File: src/rtl/tsched_pkg.sv
// ----------------------------------------------------------------------------
// tsched_pkg
// shared types and constants of the task scheduler: table sizes, policy and
// item kind codes, and the per-cycle step word that drives the picker
// ----------------------------------------------------------------------------
package tsched_pkg;

  localparam int unsigned NumTasks = 16;
  localparam int unsigned TaskW    = $clog2(NumTasks);
  localparam int unsigned PrioW    = 8;
  localparam int unsigned TimeW    = 32;
  localparam int unsigned PolicyW  = 2;

  localparam logic [PolicyW-1:0] PolicyRr   = 2'd0;
  localparam logic [PolicyW-1:0] PolicyPrio = 2'd1;
  localparam logic [PolicyW-1:0] PolicyEdf  = 2'd2;

  localparam logic KindWrite   = 1'b0;
  localparam logic KindRequest = 1'b1;

  typedef struct packed {
    logic                     clear;
    logic                     step;
    logic [TaskW-1:0]         idx;
    logic                     rdy;
    logic signed [PrioW-1:0]  prio;
    logic [TimeW-1:0]         ltime;
    logic [TaskW-1:0]         cur;
    logic [PolicyW-1:0]       policy;
  } step_t;

  typedef struct packed {
    logic             found;
    logic [TaskW-1:0] task_id;
  } pick_t;

endpackage

File: src/rtl/task_scheduler_rr_prio_edf_unit.sv
// ----------------------------------------------------------------------------
// task_scheduler_rr_prio_edf_unit
// write word: busy stays low. request word: scans the 16 table entries one per
// cycle in StScan, then StFinish registers the result together with the strobe;
// busy is low again in the strobe cycle, so the next word can be accepted there
// but not while busy. the scan is most of the busy time; receiver cannot stall
// reset clears policy (round robin) and both tables to zero
// ----------------------------------------------------------------------------
module task_scheduler_rr_prio_edf_unit (
  input  logic                                   clk_i,
  input  logic                                   rst_ni,
  input  logic                                   start,
  output logic                                   busy,
  input  logic                                   kind_i,
  input  logic [tsched_pkg::TaskW-1:0]           task_req_i,
  input  logic signed [tsched_pkg::PrioW-1:0]    priority_req_i,
  input  logic [tsched_pkg::TimeW-1:0]           left_time_i,
  input  logic [tsched_pkg::NumTasks-1:0]        ready_mask_i,
  output logic                                   result_valid_o,
  output logic [tsched_pkg::TaskW-1:0]           next_task_o,
  output logic                                   found_o,
  input  logic                                   cfg_valid_i,
  output logic                                   cfg_ready_o,
  input  logic [tsched_pkg::PolicyW-1:0]         cfg_data_i
);

  typedef enum logic [1:0] {
    StIdle,
    StScan,
    StFinish
  } state_e;

  state_e                                state_q;
  logic [tsched_pkg::PolicyW-1:0]        policy_q;
  logic [tsched_pkg::NumTasks-1:0]       mask_q;
  logic [tsched_pkg::TaskW-1:0]          cur_q;
  logic [tsched_pkg::TaskW-1:0]          idx_q;
  logic                                  result_valid_q;
  logic [tsched_pkg::TaskW-1:0]          next_task_q;
  logic                                  found_q;
  logic signed [tsched_pkg::PrioW-1:0]   prio_tab_q [tsched_pkg::NumTasks];
  logic [tsched_pkg::TimeW-1:0]          time_tab_q [tsched_pkg::NumTasks];
  logic                                  accept;
  tsched_pkg::step_t                     step;
  tsched_pkg::pick_t                     pick;

  assign accept      = start && !busy;
  assign busy        = state_q != StIdle;
  assign cfg_ready_o = 1'b1;

  always_comb begin
    step.clear  = accept;
    step.step   = state_q == StScan;
    step.idx    = idx_q;
    step.rdy    = mask_q[idx_q];
    step.prio   = prio_tab_q[idx_q];
    step.ltime  = time_tab_q[idx_q];
    step.cur    = cur_q;
    step.policy = policy_q;
  end

  tsched_pick u_pick (
    .clk_i  (clk_i),
    .rst_ni (rst_ni),
    .step_i (step),
    .pick_o (pick)
  );

  always_ff @(posedge clk_i or negedge rst_ni) begin
    if (!rst_ni) begin
      policy_q <= tsched_pkg::PolicyRr;
    end else if (cfg_valid_i && cfg_ready_o) begin
      policy_q <= cfg_data_i;
    end
  end

  // task table
  always_ff @(posedge clk_i or negedge rst_ni) begin
    if (!rst_ni) begin
      for (int i = 0; i < tsched_pkg::NumTasks; i++) begin
        prio_tab_q[i] <= '0;
        time_tab_q[i] <= '0;
      end
    end else if (accept && kind_i == tsched_pkg::KindWrite) begin
      prio_tab_q[task_req_i] <= priority_req_i;
      time_tab_q[task_req_i] <= left_time_i;
    end
  end

  always_ff @(posedge clk_i or negedge rst_ni) begin
    if (!rst_ni) begin
      state_q        <= StIdle;
      idx_q          <= '0;
      result_valid_q <= 1'b0;
      mask_q         <= '0;
      cur_q          <= '0;
      next_task_q    <= '0;
      found_q        <= 1'b0;
    end else begin
      result_valid_q <= 1'b0;
      unique case (state_q)
        StIdle: begin
          if (accept && kind_i == tsched_pkg::KindRequest) begin
            mask_q  <= ready_mask_i;
            cur_q   <= task_req_i;
            idx_q   <= '0;
            state_q <= StScan;
          end
        end
        StScan: begin
          idx_q <= idx_q + tsched_pkg::TaskW'(1);
          if (idx_q == tsched_pkg::TaskW'(tsched_pkg::NumTasks - 1)) begin
            state_q <= StFinish;
          end
        end
        StFinish: begin
          next_task_q    <= pick.task_id;
          found_q        <= pick.found;
          result_valid_q <= 1'b1;
          state_q        <= StIdle;
        end
        default: state_q <= StIdle;
      endcase
    end
  end

  assign result_valid_o = result_valid_q;
  assign next_task_o    = next_task_q;
  assign found_o        = found_q;

endmodule

File: src/rtl/tsched_pick.sv
// ----------------------------------------------------------------------------
// tsched_pick
// scan accumulator: takes one table entry per cycle while step is high and keeps the running
// candidates of all three policies, then resolves the chosen task
// ----------------------------------------------------------------------------
module tsched_pick (
  input  logic               clk_i,
  input  logic               rst_ni,
  input  tsched_pkg::step_t  step_i,
  output tsched_pkg::pick_t  pick_o
);

  logic [1:0]                        cnt_q, cnt_d;
  logic [tsched_pkg::TaskW-1:0]      first_q, first_d;
  logic [tsched_pkg::TaskW-1:0]      second_q, second_d;
  logic [tsched_pkg::TaskW-1:0]      up_q, up_d;
  logic                              up_vld_q, up_vld_d;
  logic [tsched_pkg::TimeW-1:0]      edf_best_q, edf_best_d;
  logic [tsched_pkg::TaskW-1:0]      edf_task_q, edf_task_d;
  logic signed [tsched_pkg::PrioW:0] pr_best_q, pr_best_d;
  logic [tsched_pkg::TaskW-1:0]      pr_high_q, pr_high_d;
  logic [tsched_pkg::TaskW-1:0]      pr_below_q, pr_below_d;
  logic                              pr_below_vld_q, pr_below_vld_d;
  logic                              pr_cur_in_q, pr_cur_in_d;
  logic signed [tsched_pkg::PrioW:0] prio_ext;
  logic                              is_below;
  logic                              is_cur;

  assign prio_ext = {step_i.prio[tsched_pkg::PrioW-1], step_i.prio};
  assign is_below = step_i.idx < step_i.cur;
  assign is_cur   = step_i.idx == step_i.cur;

  always_comb begin
    cnt_d          = cnt_q;
    first_d        = first_q;
    second_d       = second_q;
    up_d           = up_q;
    up_vld_d       = up_vld_q;
    edf_best_d     = edf_best_q;
    edf_task_d     = edf_task_q;
    pr_best_d      = pr_best_q;
    pr_high_d      = pr_high_q;
    pr_below_d     = pr_below_q;
    pr_below_vld_d = pr_below_vld_q;
    pr_cur_in_d    = pr_cur_in_q;
    if (step_i.clear) begin
      cnt_d          = 2'd0;
      up_vld_d       = 1'b0;
      edf_best_d     = '1;
      pr_best_d      = -(tsched_pkg::PrioW+1)'(129);
      pr_below_vld_d = 1'b0;
      pr_cur_in_d    = 1'b0;
    end else if (step_i.step && step_i.rdy) begin
      if (cnt_q != 2'd2) begin
        cnt_d = cnt_q + 2'd1;
      end
      if (cnt_q == 2'd0) begin
        first_d    = step_i.idx;
        edf_task_d = step_i.idx;
      end
      if (cnt_q == 2'd1) begin
        second_d = step_i.idx;
      end
      if (!is_below && !is_cur && !up_vld_q) begin
        up_d     = step_i.idx;
        up_vld_d = 1'b1;
      end
      if (step_i.ltime < edf_best_q) begin
        edf_best_d = step_i.ltime;
        edf_task_d = step_i.idx;
      end
      // priority: a higher level restarts the top group
      if (prio_ext > pr_best_q) begin
        pr_best_d      = prio_ext;
        pr_high_d      = step_i.idx;
        pr_below_d     = step_i.idx;
        pr_below_vld_d = is_below;
        pr_cur_in_d    = is_cur;
      end else if (prio_ext == pr_best_q) begin
        pr_high_d = step_i.idx;
        if (is_below) begin
          pr_below_d     = step_i.idx;
          pr_below_vld_d = 1'b1;
        end
        if (is_cur) begin
          pr_cur_in_d = 1'b1;
        end
      end
    end
  end

  always_ff @(posedge clk_i or negedge rst_ni) begin
    if (!rst_ni) begin
      cnt_q          <= 2'd0;
      up_vld_q       <= 1'b0;
      pr_below_vld_q <= 1'b0;
      pr_cur_in_q    <= 1'b0;
    end else begin
      cnt_q          <= cnt_d;
      up_vld_q       <= up_vld_d;
      pr_below_vld_q <= pr_below_vld_d;
      pr_cur_in_q    <= pr_cur_in_d;
    end
  end

  always_ff @(posedge clk_i) begin
    first_q    <= first_d;
    second_q   <= second_d;
    up_q       <= up_d;
    edf_best_q <= edf_best_d;
    edf_task_q <= edf_task_d;
    pr_best_q  <= pr_best_d;
    pr_high_q  <= pr_high_d;
    pr_below_q <= pr_below_d;
  end

  always_comb begin
    pick_o.found   = 1'b1;
    pick_o.task_id = first_q;
    unique case (cnt_q)
      2'd0: begin
        pick_o.found   = 1'b0;
        pick_o.task_id = '0;
      end
      2'd1: pick_o.task_id = first_q;
      default: begin
        priority if (step_i.policy[1]) begin
          pick_o.task_id = edf_task_q;
        end else if (step_i.policy == tsched_pkg::PolicyPrio) begin
          pick_o.task_id = (pr_cur_in_q && pr_below_vld_q) ? pr_below_q : pr_high_q;
        end else begin
          pick_o.task_id = up_vld_q ? up_q : second_q;
        end
      end
    endcase
  end

endmodule

File: config.mk
export PLATFORM = sky130hd
export DESIGN_NAME = task_scheduler_rr_prio_edf_unit
export DESIGN_NICKNAME = d
export VERILOG_FILES = /design/src/rtl/tsched_pkg.sv /design/src/rtl/task_scheduler_rr_prio_edf_unit.sv /design/src/rtl/tsched_pick.sv
export SDC_FILE = /design/constraint.sdc
export NUM_CORES = 1
export LEC_CHECK = 0
export BUFFER_PORTS_ARGS = -buffer_cell sky130_fd_sc_hd__buf_4
export CAP_MARGIN = 10
export CORE_MARGIN = 5
export CORE_UTILIZATION = 36
export CTS_BUF_LIST = sky130_fd_sc_hd__clkbuf_16
export CTS_CLUSTER_SIZE = 14
export DETAILED_ROUTE_END_ITERATION = 10
export SYNTH_ARGS = -nofsm -noshare
export SYNTH_HDL_FRONTEND = slang
export SYNTH_SLANG_ARGS = --single-unit
File: constraint.sdc
create_clock -name clk_i -period 13.4 [get_ports clk_i]
set_input_delay 0.67 -clock clk_i [delete_from_list [all_inputs] [get_ports clk_i]]
set_output_delay 0.67 -clock clk_i [all_outputs]
set_load 0.01 [all_outputs]
* After elaboration in Yosys (flattened, before gate mapping) *
Index checks and enable logic that the tools add are counted.

word-level totals
  logic and storage cells = 164
  bits in registers = 744
  input port bits = 67

cells by class
  bitwise operators = 4
  add/sub/neg operators = 2
  $lt $le $gt $ge = 7
  multiplexer cells = 49
  reduce and logical (&&, ||, !) cells = 40
  eq/ne operators = 10

operator list
  kind                count
  $bwmux 512          1
  $bmux 32 s4         1
  $bwmux 128          1
  $demux 32 s4        1
  $mux 32             3
  $mux 4              12
  $bmux 8 s4          1
  $demux 8 s4         1
  $lt 32x32->1        1
  $mux 8              3
  $reduce_and 3->1    7
  $mux 1              16
  $pmux 4 s2          2
  $reduce_bool 2->1   8
  $reduce_and 2->1    7
  $ge 5x5->1 const B  2
  $mux 2              5
  $not 4->5           2
  $eq 8x9->1          1
  $gt 8x9->1          1
  $reduce_bool 3->1   3
  $logic_and 1x1->1   8
  $eq 2x1->1 const B  3
  $ne 2x2->1 const B  3
  other kinds (14)    19

* Logic depth before layout (Yosys ltp) *
  depth after elaboration = 9
  mapped depth = 15
  gate-level depth less buffers = 11

* Cells and area by module *
Synthesis repeated with hierarchy kept, for this count alone.

second synthesis, totals
  cell total of the unflattened synthesis = 2426
  area total of the unflattened synthesis = 34241.6 um^2

by module, submodules not included
  module                           area each (um^2)  times used  sequential area each (um^2)  cells an instance
  task_scheduler_rr_prio_edf_unit  30329.1           1           16866.2                      2028
  tsched_pick                      3912.5            1           1666.6                       398

* Worst setup path before layout *
No wires, ideal clock.

  path kind = flip-flop to flip-flop
  from = reg idx_q[0] (netlist bit)
  to = reg u_pick.edf_best_q[2] (netlist bit)
  arrival = 4.231 ns
  cell stages (with the launch flop) = 15
  slack = 9.021 ns
  setup time = 0.148 ns
  clock period less this slack = 4.379 ns
  path buffers = 5
  cell sequence = dfrtp_1 > buf_4 > buf_8 > buf_2 > buf_2 > mux4_2 > mux4_2 > ha_1 > a21o_1 > a21o_1 > a2111oi_0 > o211ai_1 > a211oi_4 > buf_6 > o211ai_1

RTL lines
  element                   RTL line                                RTL
  start: declaration        task_scheduler_rr_prio_edf_unit.sv:37   logic [tsched_pkg::TaskW-1:0] idx_q;
  start signal: assignment  task_scheduler_rr_prio_edf_unit.sv:111  idx_q <= idx_q + tsched_pkg::TaskW'(1);
  end signal: assignment    tsched_pick.sv:110                      edf_best_q <= edf_best_d;
  end: declaration          tsched_pick.sv:18                       logic [tsched_pkg::TimeW-1:0] edf_best_q, edf_best_d;

==> flow_summary.toml <==
[final_layout]
final_cell_mix = "dfrtp_1 (675), mux2_2 (628), mux4_2 (203)"
final_common_cell = "dfrtp_1"
layout-drive-gt1-share_pct = 47.7
stdcell_count = 3551
area_growth_syn_to_layout_pct = 12.4
fin_nets = 2350

[critical_path]
crit_path_max_fanout = 50
end_kind = "register"
rr_worst_depth = 13
cp-start-kind = "register"
reg2reg_to = "u_pick.edf_best_q[5]$_SDFFE_PP1P_"
critical_path_class = "register to register"
reg2reg_slack_ns = 6.95
crit_end = "u_pick.edf_best_q[5]$_SDFFE_PP1P_"
critPathRequiredTime_ns = 13.94
crit_path_start = "idx_q[0]$_DFFE_PN0P_"
crit_arrival_ns = 6.99
r2r-start = "idx_q[0]$_DFFE_PN0P_"

[floorplan]
core_um2 = 93500
io_pins = 75
die_h_um = 317
initial_core_util_pct = 36.3
dieWidth_um = 317
dieArea_um2 = 100000
row_count = 112

[sta]
setup_viol = 0
skew_ns = 0.0217
grt_setup_unrepaired = "false"
slew_viol_final = 0
fmax_ghz = 0.155
min_period_ns = 6.45
setup_tns_ns = 0
hold_violations = 0
slew_headroom_pct = 27.6
tightest_slew_ns = 1.08
post-route-period-util_pct = 48.1

[placed_design]
gp_congestion = 0.752
port_buffers = 73
dpl.cell_count = 3408
dp_hpwl_um = 46500

[clock_network]
clockRootBuffer = "clkbuf_16"
cts_made_buffers = 79
hold_buffers = 0
htreeDepth = 3
clk_latency_ns = 0.62
clkSinkCount = 744
clockBufferDepth = 3
cts_tree = "done"
clkTransAtPathRegs_ns = 0.06
cts_setup_buffers = 0
post_cts_resized = 0

[yosys]
synthArstFlopShare_pct = 91.3
ys_ff_latch = 744
avgSynthCellArea_um2 = 15.3
synth_seq_area_share_pct = 54.6
synth-edff-count = 24
yosys.cell_types.count = 52
syn_area_um2 = 33900
synth_nets = 2339
ys.flop_type = "dfrtp_1"
syn_inst = 2224
synth_warnings = 0

[grt]
grt_first_pass_wirelength_um = 127000
grt_max_degree = 172
grt-ovfl-total = 0
antenna_found_initial = 4
grt_pass1_vias = 20398
grt_use_total_pct = 16.5

[routing]
wl_um = 82400
drt-vias-per-instance = 5.33
drt_pass1_iterations = 5
avgRoutedWirePerCell_um = 23.2
drc = 0
via_count = 18931
antenna_left = 0
drt_iter0_drc = 1213

[flow_run]
cap_viol_max_count = 0

[power]
ir_drop_uv = 126
power_density_nw_per_um2 = 197
cellLeakagePower_nw = 17.8

[outcome]
status = "finished, final reports clean"

[hold_path]
hp-class = "input port to async pin"
==> flip-flops by register name, summed over array words and instances, names as in the netlist, 4 cells and up <==
register and count:
cur_q 4, idx_q 4, mask_q 16, next_task_o 4, prio_tab_q 128, time_tab_q 512
u_pick.edf_best_q 32, u_pick.edf_task_q 4, u_pick.first_q 4, u_pick.pr_below_q 4, u_pick.pr_best_q 9, u_pick.pr_high_q 4
u_pick.second_q 4, u_pick.up_q 4
==> worst min path at each step <==
stage | to | cells after the start
after floorplan | cur_q[0]$_DFFE_PN0P_ | 0
after global placement | mask_q[2]$_DFFE_PN0P_ | 2
after detailed placement | mask_q[4]$_DFFE_PN0P_ | 2
after CTS | prio_tab_q[75]$_DFFE_PN0P_ | 1
after global routing | prio_tab_q[75]$_DFFE_PN0P_ | 1
final | prio_tab_q[75]$_DFFE_PN0P_ | 1
==> cell families (layout without fill, tap and decap cells) <==
| family | after synthesis | in the layout | synth area share [%] |
|---|---|---|---|
| AOI/OAI and AO/OA | 116 | 116 | 2.67 |
| xor gates and xnor gates | 2 | 2 | 0.0516 |
| DFF | 744 | 744 | 54.6 |
| other | 1 | 3 | 0.0111 |
| and+or+nand+nor | 231 | 231 | 3.02 |
| adders and majority gates | 48 | 48 | 1.77 |
| buffers and inverters | 230 | 301 | 2.86 |
| muxes | 852 | 852 | 35.0 |
==> Yosys cell counts (all sizes together), types with 2 or more instances <==
cell type / count / share of area (%)
a211oi: 7 / 0.19
a21o: 6 / 0.13
a21oi: 23 / 0.34
a221oi: 2 / 0.052
a311oi: 4 / 0.10
and2: 3 / 0.055
and3: 4 / 0.074
buf: 52 / 0.89
clkbuf: 126 / 1.4
dfrtp: 679 / 50
dfxtp: 41 / 2.4
edfxtp: 24 / 2.1
ha: 48 / 1.8
inv: 52 / 0.58
mux2: 643 / 21
mux2i: 6 / 0.18
mux4: 203 / 13
nand2: 131 / 1.4
nand2b: 5 / 0.092
nand3: 23 / 0.34
nand4: 7 / 0.13
nor2: 23 / 0.25
nor2b: 12 / 0.22
nor3: 13 / 0.19
nor3b: 2 / 0.044
nor4: 3 / 0.055
o211ai: 33 / 1.1
o21a: 3 / 0.066
o21ai: 30 / 0.44
or4: 2 / 0.044
==> area by class of cell <==
cell class / instances / area, um^2
Clock inverter: 60 / 465
Timing Repair Buffer: 108 / 843
Multi-Input combinational cell: 1250 / 14500
Fill cell: 8428 / 55300
Sequential cell: 744 / 18500
Antenna cell: 2 / 5.00
Inverter: 52 / 195
Tap cell: 1254 / 1570
Clock buffer: 81 / 2030
==> power breakdown <==
group / leakage [nW] / internal, W / switching (W) / total, W
sequential: 9.72 / 0.00281 / 0.000331 / 0.00314
clock: 1.28 / 0.00124 / 0.000880 / 0.00212
combinational: 6.78 / 0.00115 / 0.00111 / 0.00226
total: 17.8 / 0.00520 / 0.00232 / 0.00752
==> through the flow <==
step / total power [W] / util [%] / worst slack, ns / cell area, um^2 / hold slack, ns
2_1_floorplan: 0.00485 / - / 9.02 / 33900 / 0.374
3_3_place_gp: 0.00534 / 38.1 / 6.83 / 35600 / 0.458
3_5_place_dp: 0.00546 / 38.1 / 6.78 / 35600 / 0.464
4_1_cts: 0.00761 / 40.8 / 6.77 / 38100 / 0.131
5_1_grt: 0.00795 / 40.8 / 6.28 / 38100 / 0.153
6_report: 0.00752 / 40.8 / 6.95 / 38100 / 0.0850
==> worst max-delay path: stages, from the launching register on <==
cell and delay [ns]:
dfrtp_4 0.86, buf_4 0.69, buf_4 0.69, mux4_2 0.59, mux4_2 0.54, ha_1 0.34, a21o_1 0.16, a21o_1 0.17
a2111oi_0 0.39, o211ai_1 0.29, a211oi_4 0.69, buf_4 0.63, nand2_1 0.17, o211ai_2 0.10
==> per-layer routing <==
| metal | wire length (um) | track usage (%) | vias up |
|---|---|---|---|
| li1 | - | - | 8227 |
| met1 | 36600 | 22.7 | 10229 |
| met2 | 40200 | 27.4 | 362 |
| met3 | 4030 | 3.07 | 107 |
| met4 | 1590 | 4.33 | 6 |
| met5 | 40 | 0 | - |
(Power assumes the default switching activity.)
